<file path="src/hw/rtl/tre_pkg.sv">
package tre_pkg;

    localparam int SLOTS_DEFAULT = 16;

    localparam int TIME_W    = 32;
    localparam int RPM_W     = 24;
    localparam int MAXRPM_W  = 16;
    localparam int FRAC_W    = 8;
    localparam int OUTCOME_W = 2;

    // Microseconds per minute scaled by 2^8 (rpm carries 8 fraction bits).
    localparam int                 MIN_Q8_W          = 34;
    localparam logic [MIN_Q8_W-1:0] MICROS_PER_MIN_Q8 = 34'd15360000000;

    localparam int CFG_IDX_W  = 2;
    localparam int CFG_DATA_W = 32;

    localparam logic [CFG_IDX_W-1:0] REG_DEBOUNCE = 2'd0;
    localparam logic [CFG_IDX_W-1:0] REG_MAX_RPM  = 2'd1;
    localparam logic [CFG_IDX_W-1:0] REG_STALE    = 2'd2;

    localparam logic [TIME_W-1:0]   DEBOUNCE_RESET = 32'd1000;
    localparam logic [MAXRPM_W-1:0] MAX_RPM_RESET  = 16'd30000;
    localparam logic [TIME_W-1:0]   STALE_RESET    = 32'd1000000;

    // Output word: rpm_q8, interval_us, accept_time_us, reading_pending, zero fill.
    localparam int OUT_FIELDS_W = RPM_W + TIME_W + TIME_W + 1;
    localparam int OUT_TDATA_W  = ((OUT_FIELDS_W + 7) / 8) * 8;

    typedef enum logic [0:0] {
        CMD_EDGE   = 1'b0,
        CMD_UPDATE = 1'b1
    } command_t;

    typedef enum logic [OUTCOME_W-1:0] {
        OUT_NO_CHANGE = 2'd0,
        OUT_ACCEPTED  = 2'd1,
        OUT_STALE     = 2'd2,
        OUT_REJECTED  = 2'd3
    } outcome_t;

    typedef enum logic [2:0] {
        ST_IDLE,
        ST_SCAN,
        ST_EVAL,
        ST_CHECK,
        ST_DIV_RPM,
        ST_DIV_INT,
        ST_FINISH
    } state_t;

endpackage

</file>
<file path="src/hw/rtl/tre_edge_ring.sv">
module tre_edge_ring #(
    parameter int SLOTS = tre_pkg::SLOTS_DEFAULT
) (
    input  logic                             aclk,
    input  logic                             aresetn,
    input  logic                             clear,
    input  logic                             wr_en,
    input  logic [$clog2(SLOTS)-1:0]         wr_addr,
    input  logic [tre_pkg::TIME_W-1:0]       wr_data,
    input  logic                             rd_en,
    input  logic [$clog2(SLOTS)-1:0]         rd_addr,
    output logic [tre_pkg::TIME_W-1:0]       rd_data
);
    import tre_pkg::*;

    // Slot storage; an entry whose valid bit is clear reads as an empty slot (zero).
    logic [TIME_W-1:0] mem [SLOTS];
    logic [SLOTS-1:0]  valid_reg;
    logic [TIME_W-1:0] rd_word_reg;
    logic              rd_valid_reg;

    always_ff @(posedge aclk) begin
        if (wr_en) begin
            mem[wr_addr] <= wr_data;
        end
        if (rd_en) begin
            rd_word_reg <= mem[rd_addr];
        end
    end

    always_ff @(posedge aclk) begin
        if (!aresetn) begin
            valid_reg    <= '0;
            rd_valid_reg <= 1'b0;
        end else begin
            if (clear) begin
                valid_reg <= '0;
            end else if (wr_en) begin
                valid_reg[wr_addr] <= 1'b1;
            end
            if (rd_en) begin
                rd_valid_reg <= valid_reg[rd_addr];
            end
        end
    end

    assign rd_data = rd_valid_reg ? rd_word_reg : '0;

endmodule

</file>
<file path="src/hw/rtl/tre_serial_div.sv">
module tre_serial_div #(
    parameter int DIV_W = 40,
    parameter int DSR_W = 32
) (
    input  logic             aclk,
    input  logic             aresetn,
    input  logic             start,
    input  logic [DIV_W-1:0] dividend,
    input  logic [DSR_W-1:0] divisor,
    output logic             done,
    output logic [DIV_W-1:0] quotient
);

    localparam int CNT_W = $clog2(DIV_W + 1);

    // Restoring division, one quotient bit per cycle. The dividend shifts out of
    // the top of quo_reg while quotient bits shift in at the bottom.
    logic [DIV_W-1:0] quo_reg, quo_next;
    logic [DSR_W-1:0] rem_reg, rem_next;
    logic [DSR_W-1:0] dsr_reg;
    logic [CNT_W-1:0] cnt_reg, cnt_next;
    logic             busy_reg, busy_next;
    logic             done_reg, done_next;
    logic [DSR_W:0]   trial;
    logic [DSR_W:0]   diff;

    always_comb begin
        trial     = {rem_reg, quo_reg[DIV_W-1]};
        diff      = trial - {1'b0, dsr_reg};
        quo_next  = quo_reg;
        rem_next  = rem_reg;
        cnt_next  = cnt_reg;
        busy_next = busy_reg;
        done_next = 1'b0;
        if (start) begin
            quo_next  = dividend;
            rem_next  = '0;
            cnt_next  = '0;
            busy_next = 1'b1;
        end else if (busy_reg) begin
            if (!diff[DSR_W]) begin
                rem_next = diff[DSR_W-1:0];
                quo_next = {quo_reg[DIV_W-2:0], 1'b1};
            end else begin
                rem_next = trial[DSR_W-1:0];
                quo_next = {quo_reg[DIV_W-2:0], 1'b0};
            end
            cnt_next = cnt_reg + 1'b1;
            if (cnt_reg == CNT_W'(DIV_W - 1)) begin
                busy_next = 1'b0;
                done_next = 1'b1;
            end
        end
    end

    always_ff @(posedge aclk) begin
        quo_reg <= quo_next;
        rem_reg <= rem_next;
        if (start) begin
            dsr_reg <= divisor;
        end
    end

    always_ff @(posedge aclk) begin
        if (!aresetn) begin
            cnt_reg  <= '0;
            busy_reg <= 1'b0;
            done_reg <= 1'b0;
        end else begin
            cnt_reg  <= cnt_next;
            busy_reg <= busy_next;
            done_reg <= done_next;
        end
    end

    assign done     = done_reg;
    assign quotient = quo_reg;

endmodule

</file>
<file path="src/hw/rtl/tacho_rpm_estimator.sv">
// Channel  Direction  Handshake                 Payload
// s_       in         s_tvalid / s_tready       tdata: time_us; tuser: command
// m_       out        m_tvalid / m_tready       tdata: rpm_q8, interval_us,
//                                               accept_time_us, reading_pending
//                                               tuser: outcome
// cfg_     in         cfg_valid / cfg_ready     cfg_index, cfg_data
//
// Edge word: no result. Update word: a scan of the ring and a compare, then (with two
// or more edges, not stale) the serial rpm division, a second division for the mean
// interval when accepted, and a load of the output register (DIV_W = $clog2(SLOTS + 1)
// + 34, so 39 for 16 slots). Reset is synchronous, active low, and empties the ring
// through its valid bits. A result waits in the output register while edge words
// flow; a later update holds in its last state until that result is taken.
module tacho_rpm_estimator #(
    parameter int SLOTS = tre_pkg::SLOTS_DEFAULT
) (
    input  logic                              aclk,
    input  logic                              aresetn,

    input  logic                              s_tvalid,
    output logic                              s_tready,
    input  logic [tre_pkg::TIME_W-1:0]        s_tdata,   // [31:0] time_us
    input  logic                              s_tuser,   // [0] command

    output logic                              m_tvalid,
    input  logic                              m_tready,
    // [23:0] rpm_q8, [55:24] interval_us, [87:56] accept_time_us,
    // [88] reading_pending, [95:89] zero
    output logic [tre_pkg::OUT_TDATA_W-1:0]   m_tdata,
    output logic [tre_pkg::OUTCOME_W-1:0]     m_tuser,   // [1:0] outcome

    input  logic                              cfg_valid,
    output logic                              cfg_ready,
    input  logic [tre_pkg::CFG_IDX_W-1:0]     cfg_index,
    input  logic [tre_pkg::CFG_DATA_W-1:0]    cfg_data
);
    import tre_pkg::*;

    localparam int SLOT_W = $clog2(SLOTS);
    localparam int CNT_W  = $clog2(SLOTS + 1);
    localparam int DIV_W  = CNT_W + MIN_Q8_W;
    localparam int PAD_W  = OUT_TDATA_W - OUT_FIELDS_W;

    // Configuration registers. Writes are taken at any time; an unknown index is
    // simply dropped.
    logic [TIME_W-1:0]   debounce_reg;
    logic [MAXRPM_W-1:0] max_rpm_reg;
    logic [TIME_W-1:0]   stale_reg;

    assign cfg_ready = 1'b1;

    always_ff @(posedge aclk) begin
        if (!aresetn) begin
            debounce_reg <= DEBOUNCE_RESET;
            max_rpm_reg  <= MAX_RPM_RESET;
            stale_reg    <= STALE_RESET;
        end else if (cfg_valid && cfg_ready) begin
            unique case (cfg_index)
                REG_DEBOUNCE: debounce_reg <= cfg_data[TIME_W-1:0];
                REG_MAX_RPM:  max_rpm_reg  <= cfg_data[MAXRPM_W-1:0];
                REG_STALE:    stale_reg    <= cfg_data[TIME_W-1:0];
                default:      ;
            endcase
        end
    end

    state_t state_reg, state_next;

    logic [SLOT_W-1:0]    write_slot_reg, write_slot_next;
    logic [TIME_W-1:0]    last_edge_reg, last_edge_next;
    logic [RPM_W-1:0]     rpm_value_reg, rpm_value_next;
    logic [TIME_W-1:0]    mean_interval_reg, mean_interval_next;
    logic [TIME_W-1:0]    accepted_at_reg, accepted_at_next;
    logic                 pending_reg, pending_next;

    // Working registers of one update.
    logic [TIME_W-1:0]    upd_time_reg, upd_time_next;
    logic [CNT_W-1:0]     scan_idx_reg, scan_idx_next;
    logic [CNT_W-1:0]     count_reg, count_next;
    logic [TIME_W-1:0]    earliest_reg, earliest_next;
    logic [TIME_W-1:0]    latest_reg, latest_next;
    logic [CNT_W-1:0]     nm1_reg, nm1_next;
    logic [TIME_W-1:0]    span_reg, span_next;
    logic                 is_stale_reg, is_stale_next;
    logic [DIV_W-1:0]     numer_reg, numer_next;
    outcome_t             outcome_reg, outcome_next;

    logic                   out_valid_reg, out_valid_next;
    logic [OUT_TDATA_W-1:0] out_data_reg, out_data_next;
    logic [OUTCOME_W-1:0]   out_user_reg, out_user_next;

    // Ring and divider hookup.
    logic                 ring_clear;
    logic                 ring_wr_en;
    logic                 ring_rd_en;
    logic [TIME_W-1:0]    ring_rd_data;
    logic                 div_start;
    logic [DIV_W-1:0]     div_dividend;
    logic [TIME_W-1:0]    div_divisor;
    logic                 div_done;
    logic [DIV_W-1:0]     div_quotient;

    logic                 s_fire;
    logic [TIME_W-1:0]    edge_gap;
    logic [TIME_W-1:0]    age;
    logic [DIV_W-1:0]     rpm_limit;

    assign s_tready  = (state_reg == ST_IDLE);
    assign s_fire    = s_tvalid && s_tready;
    assign edge_gap  = s_tdata - last_edge_reg;
    assign age       = upd_time_reg - latest_reg;
    assign rpm_limit = DIV_W'({max_rpm_reg, {FRAC_W{1'b0}}});

    tre_edge_ring #(
        .SLOTS (SLOTS)
    ) u_ring (
        .aclk    (aclk),
        .aresetn (aresetn),
        .clear   (ring_clear),
        .wr_en   (ring_wr_en),
        .wr_addr (write_slot_reg),
        .wr_data (s_tdata),
        .rd_en   (ring_rd_en),
        .rd_addr (scan_idx_reg[SLOT_W-1:0]),
        .rd_data (ring_rd_data)
    );

    tre_serial_div #(
        .DIV_W (DIV_W),
        .DSR_W (TIME_W)
    ) u_div (
        .aclk     (aclk),
        .aresetn  (aresetn),
        .start    (div_start),
        .dividend (div_dividend),
        .divisor  (div_divisor),
        .done     (div_done),
        .quotient (div_quotient)
    );

    always_comb begin
        state_next         = state_reg;
        write_slot_next    = write_slot_reg;
        last_edge_next     = last_edge_reg;
        rpm_value_next     = rpm_value_reg;
        mean_interval_next = mean_interval_reg;
        accepted_at_next   = accepted_at_reg;
        pending_next       = pending_reg;
        upd_time_next      = upd_time_reg;
        scan_idx_next      = scan_idx_reg;
        count_next         = count_reg;
        earliest_next      = earliest_reg;
        latest_next        = latest_reg;
        nm1_next           = nm1_reg;
        span_next          = span_reg;
        is_stale_next      = is_stale_reg;
        numer_next         = numer_reg;
        outcome_next       = outcome_reg;
        out_valid_next     = out_valid_reg;
        out_data_next      = out_data_reg;
        out_user_next      = out_user_reg;
        ring_clear         = 1'b0;
        ring_wr_en         = 1'b0;
        ring_rd_en         = 1'b0;
        div_start          = 1'b0;
        div_dividend       = numer_reg;
        div_divisor        = span_reg;

        if (out_valid_reg && m_tready) begin
            out_valid_next = 1'b0;
        end

        unique case (state_reg)
            ST_IDLE: begin
                if (s_fire) begin
                    if (s_tuser == CMD_EDGE) begin
                        // Debounce against the last accepted edge, modulo 2^32.
                        if (edge_gap >= debounce_reg) begin
                            ring_wr_en     = 1'b1;
                            last_edge_next = s_tdata;
                            if (write_slot_reg == SLOT_W'(SLOTS - 1)) begin
                                write_slot_next = '0;
                            end else begin
                                write_slot_next = write_slot_reg + 1'b1;
                            end
                        end
                    end else begin
                        upd_time_next = s_tdata;
                        scan_idx_next = '0;
                        count_next    = '0;
                        earliest_next = '0;
                        latest_next   = '0;
                        outcome_next  = OUT_NO_CHANGE;
                        state_next    = ST_SCAN;
                    end
                end
            end

            ST_SCAN: begin
                // Read address scan_idx goes out this cycle; the slot read in the
                // previous cycle is folded into count, earliest and latest.
                ring_rd_en    = (scan_idx_reg != CNT_W'(SLOTS));
                scan_idx_next = scan_idx_reg + 1'b1;
                if (scan_idx_reg != '0 && ring_rd_data != '0) begin
                    count_next = count_reg + 1'b1;
                    if (earliest_reg == '0 || ring_rd_data < earliest_reg) begin
                        earliest_next = ring_rd_data;
                    end
                    if (ring_rd_data > latest_reg) begin
                        latest_next = ring_rd_data;
                    end
                end
                if (scan_idx_reg == CNT_W'(SLOTS)) begin
                    state_next = ST_EVAL;
                end
            end

            ST_EVAL: begin
                // Distinct earliest and latest implies at least two filled slots.
                if (latest_reg != earliest_reg) begin
                    nm1_next      = count_reg - 1'b1;
                    span_next     = latest_reg - earliest_reg;
                    is_stale_next = (age > stale_reg);
                    numer_next    = DIV_W'(count_reg - 1'b1) * DIV_W'(MICROS_PER_MIN_Q8);
                    state_next    = ST_CHECK;
                end else begin
                    state_next = ST_FINISH;
                end
            end

            ST_CHECK: begin
                if (is_stale_reg) begin
                    ring_clear     = 1'b1;
                    rpm_value_next = '0;
                    outcome_next   = OUT_STALE;
                    state_next     = ST_FINISH;
                end else begin
                    div_start  = 1'b1;
                    state_next = ST_DIV_RPM;
                end
            end

            ST_DIV_RPM: begin
                if (div_done) begin
                    if (div_quotient <= rpm_limit) begin
                        rpm_value_next = div_quotient[RPM_W-1:0];
                        div_start      = 1'b1;
                        div_dividend   = DIV_W'(span_reg);
                        div_divisor    = TIME_W'(nm1_reg);
                        state_next     = ST_DIV_INT;
                    end else begin
                        outcome_next = OUT_REJECTED;
                        state_next   = ST_FINISH;
                    end
                end
            end

            ST_DIV_INT: begin
                if (div_done) begin
                    mean_interval_next = div_quotient[TIME_W-1:0];
                    accepted_at_next   = upd_time_reg;
                    pending_next       = 1'b1;
                    outcome_next       = OUT_ACCEPTED;
                    state_next         = ST_FINISH;
                end
            end

            ST_FINISH: begin
                // Load the output register once the previous result is gone.
                if (!out_valid_reg || m_tready) begin
                    out_valid_next = 1'b1;
                    out_data_next  = {{PAD_W{1'b0}}, pending_reg, accepted_at_reg,
                                      mean_interval_reg, rpm_value_reg};
                    out_user_next  = outcome_reg;
                    state_next     = ST_IDLE;
                end
            end

            default: begin
                state_next = ST_IDLE;
            end
        endcase
    end

    always_ff @(posedge aclk) begin
        if (!aresetn) begin
            state_reg         <= ST_IDLE;
            write_slot_reg    <= '0;
            last_edge_reg     <= '0;
            rpm_value_reg     <= '0;
            mean_interval_reg <= '0;
            accepted_at_reg   <= '0;
            pending_reg       <= 1'b0;
            out_valid_reg     <= 1'b0;
            scan_idx_reg      <= '0;
            count_reg         <= '0;
            outcome_reg       <= OUT_NO_CHANGE;
        end else begin
            state_reg         <= state_next;
            write_slot_reg    <= write_slot_next;
            last_edge_reg     <= last_edge_next;
            rpm_value_reg     <= rpm_value_next;
            mean_interval_reg <= mean_interval_next;
            accepted_at_reg   <= accepted_at_next;
            pending_reg       <= pending_next;
            out_valid_reg     <= out_valid_next;
            scan_idx_reg      <= scan_idx_next;
            count_reg         <= count_next;
            outcome_reg       <= outcome_next;
        end
    end

    always_ff @(posedge aclk) begin
        upd_time_reg  <= upd_time_next;
        earliest_reg  <= earliest_next;
        latest_reg    <= latest_next;
        nm1_reg       <= nm1_next;
        span_reg      <= span_next;
        is_stale_reg  <= is_stale_next;
        numer_reg     <= numer_next;
        out_data_reg  <= out_data_next;
        out_user_reg  <= out_user_next;
    end

    assign m_tvalid = out_valid_reg;
    assign m_tdata  = out_data_reg;
    assign m_tuser  = out_user_reg;

endmodule
</file>
<file path="config.mk">
export PLATFORM = sky130hd
export DESIGN_NAME = tacho_rpm_estimator
export DESIGN_NICKNAME = d
export VERILOG_FILES = /design/src/hw/rtl/tre_pkg.sv /design/src/hw/rtl/tre_edge_ring.sv /design/src/hw/rtl/tre_serial_div.sv /design/src/hw/rtl/tacho_rpm_estimator.sv
export SDC_FILE = /design/constraint.sdc
export NUM_CORES = 2
export LEC_CHECK = 0
export BUFFER_PORTS_ARGS = -buffer_cell sky130_fd_sc_hd__buf_2
export CORE_MARGIN = 4
export CORE_UTILIZATION = 60
export CTS_BUF_LIST = sky130_fd_sc_hd__clkbuf_8
export DETAILED_ROUTE_END_ITERATION = 7
export PLACE_DENSITY = 0.76
export SLEW_MARGIN = 20
export SYNTH_ARGS = -nofsm -noshare
export SYNTH_HDL_FRONTEND = slang
export SYNTH_SLANG_ARGS = --single-unit
</file>
<file path="constraint.sdc">
create_clock -name aclk -period 27 [get_ports aclk]
set_input_delay 5.4 -clock aclk [delete_from_list [all_inputs] [get_ports aclk]]
set_output_delay 5.4 -clock aclk [all_outputs]
set_load 0.02 [all_outputs]
</file>
==> impl_table.tex <==
\begin{tabular}{lr}
\hline
Metric & Value \\
\hline
\multicolumn{2}{l}{\textbf{Status}} \\
\quad Outcome & finished clean \\
\multicolumn{2}{l}{\textbf{STA}} \\
\quad Slew headroom & 31.3\% \\
\quad Slew at the pin closest to its max-slew limit & between 1 and 1.5 ns \\
\quad Max Transition Viols Final & 0 \\
\quad Period Utilization, post-route & 45.5\% \\
\quad Time the worst path needs with I/O delays and setup & between 10 and 15 ns \\
\quad Unrepaired setup endpoints after global routing & false \\
\quad Maximum clock frequency & roughly 0.08 GHz \\
\quad Worst hold slack & 0.426 ns \\
\quad Final setup violation count & 0 \\
\quad Skew final & 0.0449 ns \\
\quad Setup TNS & 0 ns \\
\quad Final Hold Vio Count & 0 \\
\multicolumn{2}{l}{\textbf{Floorplanning}} \\
\quad Row count & 110 \\
\quad Top-level I/O count & 173 \\
\quad Die footprint & $\sim$96000 µm² \\
\quad Die Y & 310 µm \\
\quad Effective utilization at floorplan & 60.6\% \\
\quad Horizontal die dimension & 310 µm \\
\quad Core Region & roughly 90000 µm² \\
\multicolumn{2}{l}{\textbf{Setup path}} \\
\quad Largest fanout of any net on the critical path & 54 \\
\quad Endpoint arrival time on the critical path & 12.76 ns \\
\quad Endpoint type of the worst setup path & register \\
\quad Capturing point of the worst reg2reg path & u\_ring.mem[2][1] \\
\quad Worst Reg2Reg Path Length in Cells & 23 \\
\quad Critical Path Start Type & primary input \\
\quad Source of the worst register-to-register timing path & last\_edge\_reg[0] \\
\quad Data required time at the worst endpoint & 27.49 ns \\
\quad Category of the most critical setup path & in -> reg \\
\quad Minimum setup slack among reg-to-reg paths & 19.26 ns \\
\quad Slowest Stage Delay on Critical Path & 0.85 ns \\
\quad Library cell contributing the largest single delay on the critical path & nor3\_2 \\
\multicolumn{2}{l}{\textbf{Job}} \\
\quad Reported max-cap violation count & 0 \\
\multicolumn{2}{l}{\textbf{Clock tree}} \\
\quad Number of buffers created by CTS & 177 \\
\quad CTS clock-pin slew for the worst setup and hold paths & 0.06 ns \\
\quad PostCTS Resize Cnt & 0 \\
\quad Clock tree from TritonCTS & done \\
\quad Hold-fix buffer count after cts & 0 \\
\quad Library cell used as clock root buffer & clkbuf\_8 \\
\quad Post-CTS Setup Inserts & 0 \\
\quad Worst-case clock buffer depth & 3 \\
\quad Clk\_lat worst skew & between 0.8 and 0.9 ns \\
\quad Clock sinks & 1140 \\
\quad Number of H-tree levels & 4 \\
\multicolumn{2}{l}{\textbf{Routing}} \\
\quad Average wire per standard cell & 22.7 µm \\
\quad Via-to-Cell Ratio & 6.00 \\
\quad Total Wirelength & 135000 µm \\
\quad Antenna-violating nets left & 0 \\
\quad TritonRoute pass-1 iters & 6 \\
\quad Total via count after detailed routing & roughly 36000 \\
\quad Residual DRC count & 0 \\
\quad DRT iter0 DRCs & 3249 \\
\multicolumn{2}{l}{\textbf{Final layout}} \\
\quad Most frequent cells in the layout & edfxtp\_1, nand2\_1, inv\_1 \\
\quad Reg area & 31500 µm² \\
\quad Layout overhead on the synthesized area & 10.5\% \\
\quad Register name with the most flops & u\_ring.mem \\
\quad Area occupied by multi-input gates & 21600 µm² \\
\quad Commonest non-fill, non-tap cell in the layout & edfxtp\_1 \\
\quad Number of flip-flops under the largest register name & between 500 and 600 \\
\quad Number of fill cells & 6500 \\
\quad Net total in the final layout & $\sim$5000 \\
\quad Share of layout cells above drive strength 1 & $\sim$14\% \\
\multicolumn{2}{l}{\textbf{Placement}} \\
\quad IO Port Bufs & 164 \\
\quad Half-perimeter wire length after placement & about 94000 µm \\
\quad Last weighted congestion value of the routability-driven placer & 0.922 \\
\multicolumn{2}{l}{\textbf{Synthesis}} \\
\quad Cell type contributing the most total cell area after synthesis & edfxtp\_1 \\
\quad Async set-reset flop share out of synthesis & 0\% \\
\quad Synthesis warning total & 0 \\
\quad Number of synthesized register bits & about 1100 \\
\quad Distinct cell type count after synthesis & 89 \\
\quad Cell count after synthesis & between 4000 and 5000 \\
\quad Portion of synthesized cell area occupied by the leading cell type & between 40\% and 50\% \\
\quad Number of enable flip-flop cells after synthesis & 862 \\
\quad Top post-synthesis cells by area & edfxtp\_1, dfxtp\_1, ha\_1, mux4\_2, nand2\_1 \\
\quad Seq/Total Area, Yosys & 57.5\% \\
\quad Avg Cell Area, Syn & 12.5 µm² \\
\quad Flip-flop cell with the highest count after synthesis & edfxtp\_1 \\
\quad Summed instance area of the synthesized netlist & 54700 µm² \\
\multicolumn{2}{l}{\textbf{GRT}} \\
\quad Antenna violations before repair & 5 \\
\quad Total overflow reported by the global router & 0 \\
\quad First-pass GRT wire length & 207000 µm \\
\quad Pin count of the biggest net entering global routing & 107 \\
\quad Via count of the first global-routing pass & roughly 35000 \\
\quad Total routing resource utilization after global routing & 28.4\% \\
\multicolumn{2}{l}{\textbf{Worst hold path}} \\
\quad Capture endpoint of the worst hold path & m\_tdata[55] \\
\quad Worst hold path startpoint & mean\_interval\_reg[31] \\
\quad Hold WC Path Type & reg -> reg \\
\quad Hold depth & 0 \\
\multicolumn{2}{l}{\textbf{Power and ir drop}} \\
\quad Largest voltage drop on the vdd net & 65.2 µV \\
\quad Leakage power of the design & roughly 0.023 µW \\
\quad PwrDens & 74.3 nW/µm² \\
\hline
\end{tabular}
through the flow:
| stage | std cells | total power [µW] | worst slack [ns] | instance area (µm²) | utilization, % |
|---|---|---|---|---|---|
| 2_1_floorplan | 4391 | 2850 | 14.56 | 54800 | - |
| 3_3_place_gp | 5594 | 3090 | 14.06 | 56800 | 62.9 |
| 3_5_place_dp | 5597 | 3110 | 14.01 | 56900 | 63.0 |
| 4_1_cts | 5926 | 4510 | 14.84 | 60400 | 66.9 |
| 5_1_grt | 5931 | 4720 | 14.28 | 60500 | 67.0 |
| 6_report | 5932 | 4500 | 14.73 | 60500 | 67.0 |
kinds of logic after synthesis:
family                   share of synthesized area [%]
AND/OR/NAND/NOR                                   10.4
flip-flops                                        57.5
AO/OA/AOI/OAI                                     9.79
buffers and inverters                             3.46
adder cells (fa/ha/maj)                           8.82
multiplexers                                      7.32
XOR/XNOR                                          2.70
other                                           0.0137
Yosys cell counts (all sizes together) (5+ instances only):
cell type / instances
clkbuf: 144
buf: 43
inv: 296
mux2i: 29
or4: 7
o31a: 5
xor2: 45
a311oi: 7
xnor2: 124
o22ai: 20
o2111ai: 6
nand2b: 32
nand2: 497
nor2b: 44
o41ai: 5
or2: 8
nor3: 52
dfxtp: 278
o31ai: 13
ha: 346
mux4: 165
o211ai: 27
and3: 27
edfxtp: 862
a21boi: 156
nor2: 212
a211oi: 23
a2111oi: 6
o21a: 40
a31o: 5
a221oi: 5
or3: 13
nand4: 54
a31oi: 30
nor4: 33
o21bai: 14
and2: 84
a21o: 91
fa: 25
o21ai: 120
a21oi: 192
a41oi: 7
nand3: 135
nor3b: 5
power by group:
part / total [µW] / internal [µW] / switching [µW]
clock: 1410 / 729 / 685
combinational: 1010 / 441 / 573
sequential: 2070 / 1990 / 76.5
cell type report:
type	instances	share of cell area, %
sequential	1140	52.0
clock inverter	137	1.37
antenna	2	0.00828
timing repair buffer	221	2.27
tap	1176	2.43
clock buffer	192	4.37
multi-input combinational	2767	35.7
inverter	297	1.84
worst max-delay path by stage:
stage,depth (start not counted),startpoint,slack [ns],end
2_1_floorplan,23,s_tdata[0],14.56,u_ring.mem[3][0]
3_3_place_gp,25,s_tdata[0],14.06,u_ring.mem[2][27]
3_5_place_dp,25,s_tdata[0],14.01,u_ring.mem[2][7]
4_1_cts,25,s_tdata[0],14.84,u_ring.mem[2][16]
5_1_grt,25,s_tdata[0],14.28,u_ring.mem[2][4]
6_report,25,s_tdata[0],14.73,u_ring.mem[2][1]
metal layers:
| layer | global-route usage [%] | wire length (µm) | vias to the layer above |
|---|---|---|---|
| met5 | 0 | 0 | - |
| met4 | 11.9 | 5550 | 0 |
| met3 | 4.72 | 9520 | 265 |
| met2 | 47.7 | 65500 | 1366 |
| met1 | 37.1 | 54100 | 17300 |
| li1 | - | - | 16600 |
critical path, delay by kind of cell:
family,cells,cell delay [ns]
compound gates,9,2.52
buf+inv,5,1.43
xor+xnor,1,0.09
fa+ha+maj,3,0.86
simple gates,7,2.40
(Power assumes the default switching activity.)
